### config.mk
export PLATFORM = sky130hd
export DESIGN_NAME = sacl_lookup
export DESIGN_NICKNAME = d
export VERILOG_FILES = /design/src/rtl/sacl_pkg.sv /design/src/rtl/sacl_lookup.sv
export SDC_FILE = /design/constraint.sdc
export NUM_CORES = 1
export LEC_CHECK = 0
export ABC_AREA = 1
export BUFFER_PORTS_ARGS = -buffer_cell sky130_fd_sc_hd__buf_2
export CAP_MARGIN = 20
export CORE_ASPECT_RATIO = 1.4
export CORE_MARGIN = 3
export CORE_UTILIZATION = 40
export DETAILED_ROUTE_END_ITERATION = 10
export GPL_TIMING_DRIVEN = 0
export PLACE_DENSITY = 0.8
export SKIP_LAST_GASP = 1
export SYNTH_ARGS = -nofsm -noshare
export SYNTH_HDL_FRONTEND = slang
export SYNTH_SLANG_ARGS = --single-unit
### constraint.sdc
create_clock -name vclk -period 2.3
set_input_delay 0.575 -clock vclk [all_inputs]
set_output_delay 0.575 -clock vclk [all_outputs]
set_load 0.01 [all_outputs]
### src/rtl/sacl_pkg.sv
// Shared types, geometry constants and helpers for the set-associative cache core.
// No dependencies; every other RTL file imports this package.
`default_nettype none

package sacl_pkg;

	localparam int WAYS       = 2;
	localparam int SETS       = 512;
	localparam int LINE_BYTES = 64;
	localparam int ADDR_BITS  = 48;

	localparam int OFF_W  = $clog2(LINE_BYTES);
	localparam int IDX_W  = $clog2(SETS);
	localparam int TAG_W  = ADDR_BITS - OFF_W - IDX_W;
	localparam int WAY_W  = (WAYS > 1) ? $clog2(WAYS) : 1;
	localparam int AGE_W  = WAY_W;
	localparam int CNT_W  = 32;
	localparam int VTAG_W = 33;

	typedef logic [IDX_W-1:0] idx_t;
	typedef logic [TAG_W-1:0] tag_t;
	typedef logic [WAY_W-1:0] way_t;
	typedef logic [AGE_W-1:0] age_t;
	typedef logic [CNT_W-1:0] cnt_t;

	localparam age_t AGE_OLDEST = age_t'(WAYS - 1);
	localparam cnt_t CNT_MAX    = '1;

	// One memory row holds the complete state of a set.
	typedef struct packed {
		logic [WAYS-1:0]       valid;
		age_t [WAYS-1:0]       age;
		tag_t [WAYS-1:0]       tag;
	} row_t;

	// Outcome of one lookup against a set.
	typedef struct packed {
		logic hit;
		way_t way;
		logic victim_valid;
		tag_t victim_tag;
	} look_t;

	// State of a set after reset: nothing valid, each way's age is its way number.
	function automatic row_t init_row();
		row_t r;
		r = '0;
		for (int w = 0; w < WAYS; w++) begin
			r.age[w] = age_t'(w);
		end
		return r;
	endfunction

endpackage

`default_nettype wire

### src/rtl/sacl_lookup.sv
// Tag compare, victim choice and LRU age update for one set row.
// Purely combinational; depends on sacl_pkg.
`default_nettype none

module sacl_lookup
	import sacl_pkg::*;
(
	input  row_t  row,
	input  tag_t  tag,
	output look_t look,
	output row_t  new_row
);

	logic found;
	way_t hit_way;
	way_t vict_way;
	way_t chosen;
	age_t old_age;

	always_comb begin
		found    = 1'b0;
		hit_way  = '0;
		vict_way = '0;
		// Walking downward lets the lowest matching way win.
		for (int w = WAYS - 1; w >= 0; w--) begin
			if (row.valid[w] && row.tag[w] == tag) begin
				found   = 1'b1;
				hit_way = way_t'(w);
			end
			if (row.age[w] == AGE_OLDEST) begin
				vict_way = way_t'(w);
			end
		end

		chosen  = found ? hit_way : vict_way;
		old_age = row.age[chosen];

		new_row = row;
		for (int k = 0; k < WAYS; k++) begin
			if (row.age[k] < old_age) begin
				new_row.age[k] = row.age[k] + 1'b1;
			end
		end
		new_row.age[chosen] = '0;
		if (!found) begin
			new_row.tag[chosen]   = tag;
			new_row.valid[chosen] = 1'b1;
		end

		look.hit          = found;
		look.way          = chosen;
		look.victim_valid = !found && row.valid[chosen];
		look.victim_tag   = (!found && row.valid[chosen]) ? row.tag[chosen] : '0;
	end

endmodule

`default_nettype wire
==> results of run 1 <==
kinds of logic after synthesis:
family	after synthesis	synth area share
and+or+nand+nor	462	0.615
buffers and inverters	160	0.221
AOI/OAI and AO/OA	75	0.122
xor gates and xnor gates	15	0.0424
Yosys cell counts:
cell	n	area share
a21oi_1	6	0.0097
and2_0	1	0.0020
and3_1	2	0.0040
buf_2	5	0.0081
buf_4	7	0.017
buf_6	6	0.022
clkbuf_1	7	0.0085
clkbuf_2	4	0.0065
inv_1	120	0.15
inv_2	11	0.013
nand2_1	293	0.36
nand2_2	3	0.0061
nand3_1	54	0.087
nand3_2	1	0.0032
nand3b_1	2	0.0048
nand4_1	22	0.044
nor2_1	76	0.092
nor2b_1	2	0.0040
nor3_1	2	0.0032
nor3b_1	1	0.0024
o211ai_1	1	0.0024
o21ai_0	18	0.029
o21ai_1	50	0.081
or2_1	1	0.0020
or2_2	2	0.0040
xnor2_1	12	0.034
xor2_1	3	0.0085
timing repair:
action,4_1_cts
gates resized for setup,188
cloned,10
endpoints found under the setup margin,106
setup buffers,33
pin swaps,13
metal layers:
metal  overflow  global-route usage
met5          0              0.0813
met4          0               0.634
met1          0               0.651
met3          0               0.519
met2          1               0.890
through the flow:
stage | hold slack, ps | instance area, um2 | util | instances | TNS [ps]
4_1_cts | 1470 | 6100 | 0.818 | 1061 | -53090
3_5_place_dp | 1470 | 4850 | 0.651 | 1018 | -89540
3_3_place_gp | 1480 | 4850 | 0.651 | 1018 | -90120
2_1_floorplan | 1250 | 3680 | - | 712 | -8480
==> out/metrics.yaml, run 1 <==
die_y_um: 110
grt-ovfl-total: 1
worst_path_end_type: "top-level output"
syn-cell-area_um2: 3100
place_hpwl_mm: 14.5
postGrtWorstEndpoint: "new_row[57]"
error: "[ERROR GRT-0232] Routing congestion too high. Check the congestion heatmap in the GUI."
syn-instance-count: 712
synth.distinct_cells: 27
synth_area_per_cell_um2: 4.35
std_cell_rows: 37
hold_buffers: 0
syn_nets: 815
stop_stage: "global routing (5_1_grt)"
dpl_worst_slack_ps: -976
die_w_um: 80.4
grt_max_degree: 11
portBuffers: 209
place_congestion: 1.04
grt_usage: 0.674
yosysWarnings: 0
outcome: "stopped before the end"
pin_count: 209
initial_utilization: 0.415
ys_seq_area_frac: 0
==> run 2: changes to the inputs <==
CORE_ASPECT_RATIO = unset   (was 1.4)
CORE_UTILIZATION = 35   (was 40)
PLACE_DENSITY = unset   (was 0.8)
PLACE_DENSITY_LB_ADDON = 0.15   (was unset)
clock period = 3 ns   (was 2.3 ns; I/O delays follow)
==> out/metrics.yaml, run 2 <==
outcome: "finished, violations left"  # was stopped before the end
violations: "negative setup slack"
cp.arrival_ps: 2610
initial_utilization: 0.368  # was 0.415
min_period_ps: 3360
mostFrequentLayoutCells: "nand2_1 (196), buf_2 (162), inv_1 (97), nand2_2 (81), nor2_1 (59)"
min_path_type: "input pin to output port"
end_kind: "output port"
synth_area_per_cell_um2: 4.35  # unchanged
yosysWarnings: 0  # unchanged
grt_antenna_before_repair: 0
crit_path_top_delay_cell: "buf_4"
syn-cell-area_um2: 3100  # unchanged
grt-ovfl-total: 0
max-vdd-ir-drop_mv: 0.0976
syn2layout_area_growth_pct: 100
std_cell_rows: 33  # was 37
grt_pass1_vias: 5054
die_w_um: 100  # was 80.4 um
clock_buffers: 0
drt-initial-drc-count: 507
crit_end: "new_row[47]"
via_per_inst: 5.36
yosysMostFrequentCell: "nand2_1"  # unchanged
fin_crit_sh: 1.12
max-cap-violations: 0
synth.distinct_cells: 27  # unchanged
grt_pass1_wl_mm: 26.1
diodes: 0
crit_required_ps: 2250
pin_count: 209  # unchanged
drive_gt1_frac: 0.501
synth_top_cell_by_area: "nand2_1"  # unchanged
placed_area_um2: 4270  # was 4850 um2
drv_slew: 0
antenna_left: 0
critPathMaxStageDelay_ps: 210
nets: 1082
hold_violations: 0
worstPathCellList: "buf_2 -> inv_1 -> nand2_2 -> nand2_1 -> nor2_1 -> nand3_1 -> nor2_1 -> nand3_2 -> nand2_4 -> nand2_8 -> buf_12 -> buf_4 -> o21ai_1 -> buf_2"
setup_viol: 105
synth.area.top_cells: "nand2_1 (36%), inv_1 (15%), nor2_1 (9.2%)"  # unchanged
fin_area_um2: 6190
hold_buffers: 0  # unchanged
wl_mm: 19.2
grt_max_degree: 14
crit_start: "row[38]"
leakagePower_nw: 3.66
place_congestion: 1.01  # was 1.04
numSequentialCells: 0
wl_per_cell_um: 17.7
startpoint_type: "input pin"
setup_ws_ps: -361
portBuffers: 209  # unchanged
syn_nets: 815  # unchanged
layout.core_utilization: 0.735
place_hpwl_mm: 13.1  # was 14.5 mm
layout_commonest_cell: "nand2_1"
ys_seq_area_frac: 0  # unchanged
coreArea_um2: 8420
syn-instance-count: 712  # unchanged
synth.top_cells.by_count: "nand2_1 (293), inv_1 (120), nor2_1 (76), nand3_1 (54), o21ai_1 (50)"  # unchanged
die_y_um: 100  # was 110 um
first_pass_iters: 5
slew_headroom: 0.804
rsz0062_at_grt: "true"
route.detailed.drc: 0
fmax_mhz: 298
yosysTopAreaCellShare: 0.355  # unchanged
die_area_um2: 10000
critical_path_class: "input pin to output port"
power_density_nw_per_um2: 175
register_area_um2: 0
path_max_fanout: 10
worst_slew_pin_slew_ps: 292
vias: 5799
grt_usage: 0.327
==> run 2: critical path: cells and delay by family <==
family                 cells  cell delay, ps
AND/OR/NAND/NOR            8             940
buffers and inverters      5             760
AO/OA/AOI/OAI              1             170
==> run 2: per-layer routing <==
metal  part of all wire  global-route usage
met5                  0                   0
met4              0.057               0.121
met3               0.13              0.0389
met2               0.45               0.546
met1               0.36               0.433
==> run 2: worst min-delay path by stage <==
stage          depth (start not counted)    start           to  slack [ps]
2_1_floorplan                          2  row[69]  new_row[69]        1620
3_3_place_gp                           4   tag[2]   new_row[2]        1840
3_5_place_dp                           4  row[35]  new_row[35]        1840
4_1_cts                                4  row[39]  new_row[39]        1820
5_1_grt                                4  row[64]  new_row[64]        1830
6_report                               4  row[26]  new_row[26]        1810
==> run 2: kinds of logic after synthesis <==
group	Yosys count	synth area share
AO/OA/AOI/OAI	75	0.122
XOR/XNOR	15	0.0424
AND/OR/NAND/NOR	462	0.615
buffers and inverters	160	0.221
==> run 2: metrics by stage <==
stage / setup TNS, ps / cells / setup slack [ps] / power (W) / hold WS, ps
detailed placement: -55510 / 1026 / -653 / 0.000726 / 1840
floorplan: 0 / 712 / 202 / 0.000398 / 1620
finish: -27910 / 1082 / -361 / 0.00109 / 1810
global placement: -52870 / 1026 / -623 / 0.000726 / 1840
CTS: -16320 / 1071 / -231 / 0.000916 / 1820
global route: -35290 / 1082 / -404 / 0.00115 / 1830
==> run 2: area by class of cell <==
class / instances / area, um2
fill: 712 / 2230
multi-input combinational: 552 / 3150
buffer: 27 / 389
tap: 105 / 131
timing repair buffer: 267 / 2010
inverter: 131 / 522
==> run 2: what timing repair did <==
| action | 4_1_cts | 5_1_grt |
|---|---|---|
| gates cloned | 7 | 6 |
| setup endpoints to repair | 105 | 105 |
| pin swaps | 14 | 59 |
| setup buffers | 39 | 7 |
| gates resized for setup | 184 | 217 |
==> run 2: power breakdown <==
part           internal [W]  total, W  switching, W  leakage (nW)
Combinational      0.000488   0.00109      0.000597          3.66
Clock                     0         0             0             0
Sequential                0         0             0             0
(Power assumes the default switching activity.)
==> run 3: changes to the inputs <==
CORE_MARGIN = 2   (was 3)
CORE_UTILIZATION = 30   (was 35)
==> out/metrics.yaml, run 3 (synthesis gave the netlist of run 2 again) <==
cp.arrival_ps: 2470  # was 2610 ps
path_common_cell: "buf_2"
min_path_type: "input pin to output port"  # unchanged
wl_per_cell_um: 16.2  # was 17.7 um
min_period_ps: 3220  # was 3360 ps
place_congestion: 0.977  # was 1.01
wl_mm: 17.8  # was 19.2 mm
fillers: 1094  # was 712
whs_path_depth: 4  # unchanged
setup_ws_ps: -221  # was -361 ps
critical_path_class: "input pin to output port"  # unchanged
end_kind: "output port"  # unchanged
fmax_mhz: 310  # was 298 MHz
max-cap-violations: 0  # unchanged
power_density_nw_per_um2: 172  # was 175 nW/um2
numSequentialCells: 0  # unchanged
die_y_um: 106  # was 100 um
grt_max_degree: 11  # was 14
rsz0062_at_grt: "true"  # unchanged
grt_antenna_before_repair: 0  # unchanged
setup_viol: 104  # was 105
drive_gt1_frac: 0.473  # was 0.501
portBuffers: 209  # unchanged
hp-start: "row[51]"  # was row[26]
path_max_fanout: 10  # unchanged
first_pass_iters: 5  # unchanged
hold_buffers: 0  # unchanged
fin_crit_sh: 1.07  # was 1.12
power.total_w: 0.000997  # was 0.00109 W
grt-ovfl-total: 0  # unchanged
die_w_um: 106  # was 100 um
diodes: 0  # unchanged
place_hpwl_mm: 13.7  # was 13.1 mm
die_area_um2: 11200  # was 10000 um2
register_area_um2: 0  # unchanged
route.detailed.drc: 0  # unchanged
startpoint_type: "input pin"  # unchanged
crit_path_top_delay_cell: "and3_1"  # was buf_4
dp_cells: 1057  # was 1026
std_cell_rows: 37  # was 33
layout.core_utilization: 0.568  # was 0.735
syn2layout_area_growth_pct: 86.9  # was 100%
max-vdd-ir-drop_mv: 0.0705  # was 0.0976 mV
crit_required_ps: 2250  # about the same
multi_input_area_um2: 3000  # was 3150 um2
initial_utilization: 0.304  # was 0.368
coreArea_um2: 10200  # was 8420 um2
mostFrequentLayoutCells: "nand2_1 (218), buf_2 (168), inv_1 (92), nand2_2 (68), nor2_1 (68)"  # was nand2_1 (196), buf_2 (162), inv_1 (97), nand2_2 (81), nor2_1 (59)
holdWs_ps: 1820  # was 1810 ps
clock_buffers: 0  # unchanged
leakagePower_nw: 3.48  # was 3.66 nW
drt-initial-drc-count: 427  # was 507
layout_commonest_cell: "nand2_1"  # unchanged
pin_count: 209  # unchanged
grt_pass1_vias: 5037  # was 5054
nets: 1071  # was 1082
outcome: "finished, violations left"  # unchanged
hold_violations: 0  # unchanged
violations: "negative setup slack"  # unchanged
slew_headroom: 0.783  # was 0.804
antenna_left: 0  # unchanged
drv_slew: 0  # unchanged
min_to: "new_row[51]"  # was new_row[26]
grt_usage: 0.292  # was 0.327
critPathMaxStageDelay_ps: 190  # was 210 ps
grt_pass1_wl_mm: 26.1  # about the same
fin_area_um2: 5790  # was 6190 um2
via_per_inst: 5.04  # was 5.36
vias: 5551  # was 5799
worstPathCellList: "buf_2 -> inv_1 -> nand2_1 -> and3_1 -> nand3b_1 -> nor2_2 -> nand3_4 -> nand2_8 -> buf_8 -> clkinv_8 -> buf_12 -> o21ai_1 -> buf_2"  # was buf_2 -> inv_1 -> nand2_2 -> nand2_1 -> nor2_1 -> nand3_1 -> nor2_1 -> nand3_2 -> nand2_4 -> nand2_8 -> buf_12 -> buf_4 -> o21ai_1 -> buf_2
placed_area_um2: 4310  # was 4270 um2
fin_cells: 1102  # was 1082
worst_slew_pin_slew_ps: 325  # was 292 ps
## run 3: layout make-up
type | instances | share of cell area
well taps | 136 | 0.0294
inverters | 131 | 0.0902
multi-input cells | 552 | 0.518
plain buffers | 29 | 0.0705
repair buffers | 254 | 0.292
## run 3: routing by layer
| metal | up-vias | track usage | wire length [um] |
|---|---|---|---|
| li1 | 2686 | - | - |
| met1 | 2545 | 0.394 | 7430 |
| met2 | 279 | 0.504 | 8510 |
| met3 | 41 | 0.0315 | 1490 |
| met4 | 0 | 0.0592 | 378 |
| met5 | - | 0 | 0 |
## run 3: how the worst max path moves through the flow
stage                        from     endpoint  slack, ps  cells past startpoint
after floorplan           tag[26]     look[12]        200                     13
after global placement     tag[6]  new_row[48]       -660                     13
after detailed placement   tag[6]  new_row[48]       -680                     13
after CTS                 row[45]  new_row[14]       -160                     15
after global routing      row[17]   new_row[1]       -280                     16
final                      row[0]  new_row[18]       -220                     13
## run 3: repair_timing
action,CTS,global route
gates resized for setup,202,131
cloned,2,2
setup endpoints to repair,105,105
buffers inserted,30,11
endpoints found under the hold margin,0,0
pin swaps,38,46
## run 3: where the power goes
| group | switching (W) | internal (W) |
|---|---|---|
| clock network | 0 | 0 |
| logic | 0.000559 | 0.000438 |
| registers | 0 | 0 |
## run 3: critical path, delay by kind of cell
kind / cells / cell delay, ps
compound gates: 1 / 130
buf+inv: 6 / 720
simple gates: 6 / 860
## run 3: through the flow
step                setup slack [ps]  TNS, ps
floorplan                        202        0
CTS                             -164   -13080
finish                          -221   -17850
detailed placement              -682   -57470
global route                    -281   -23110
global placement                -662   -57830
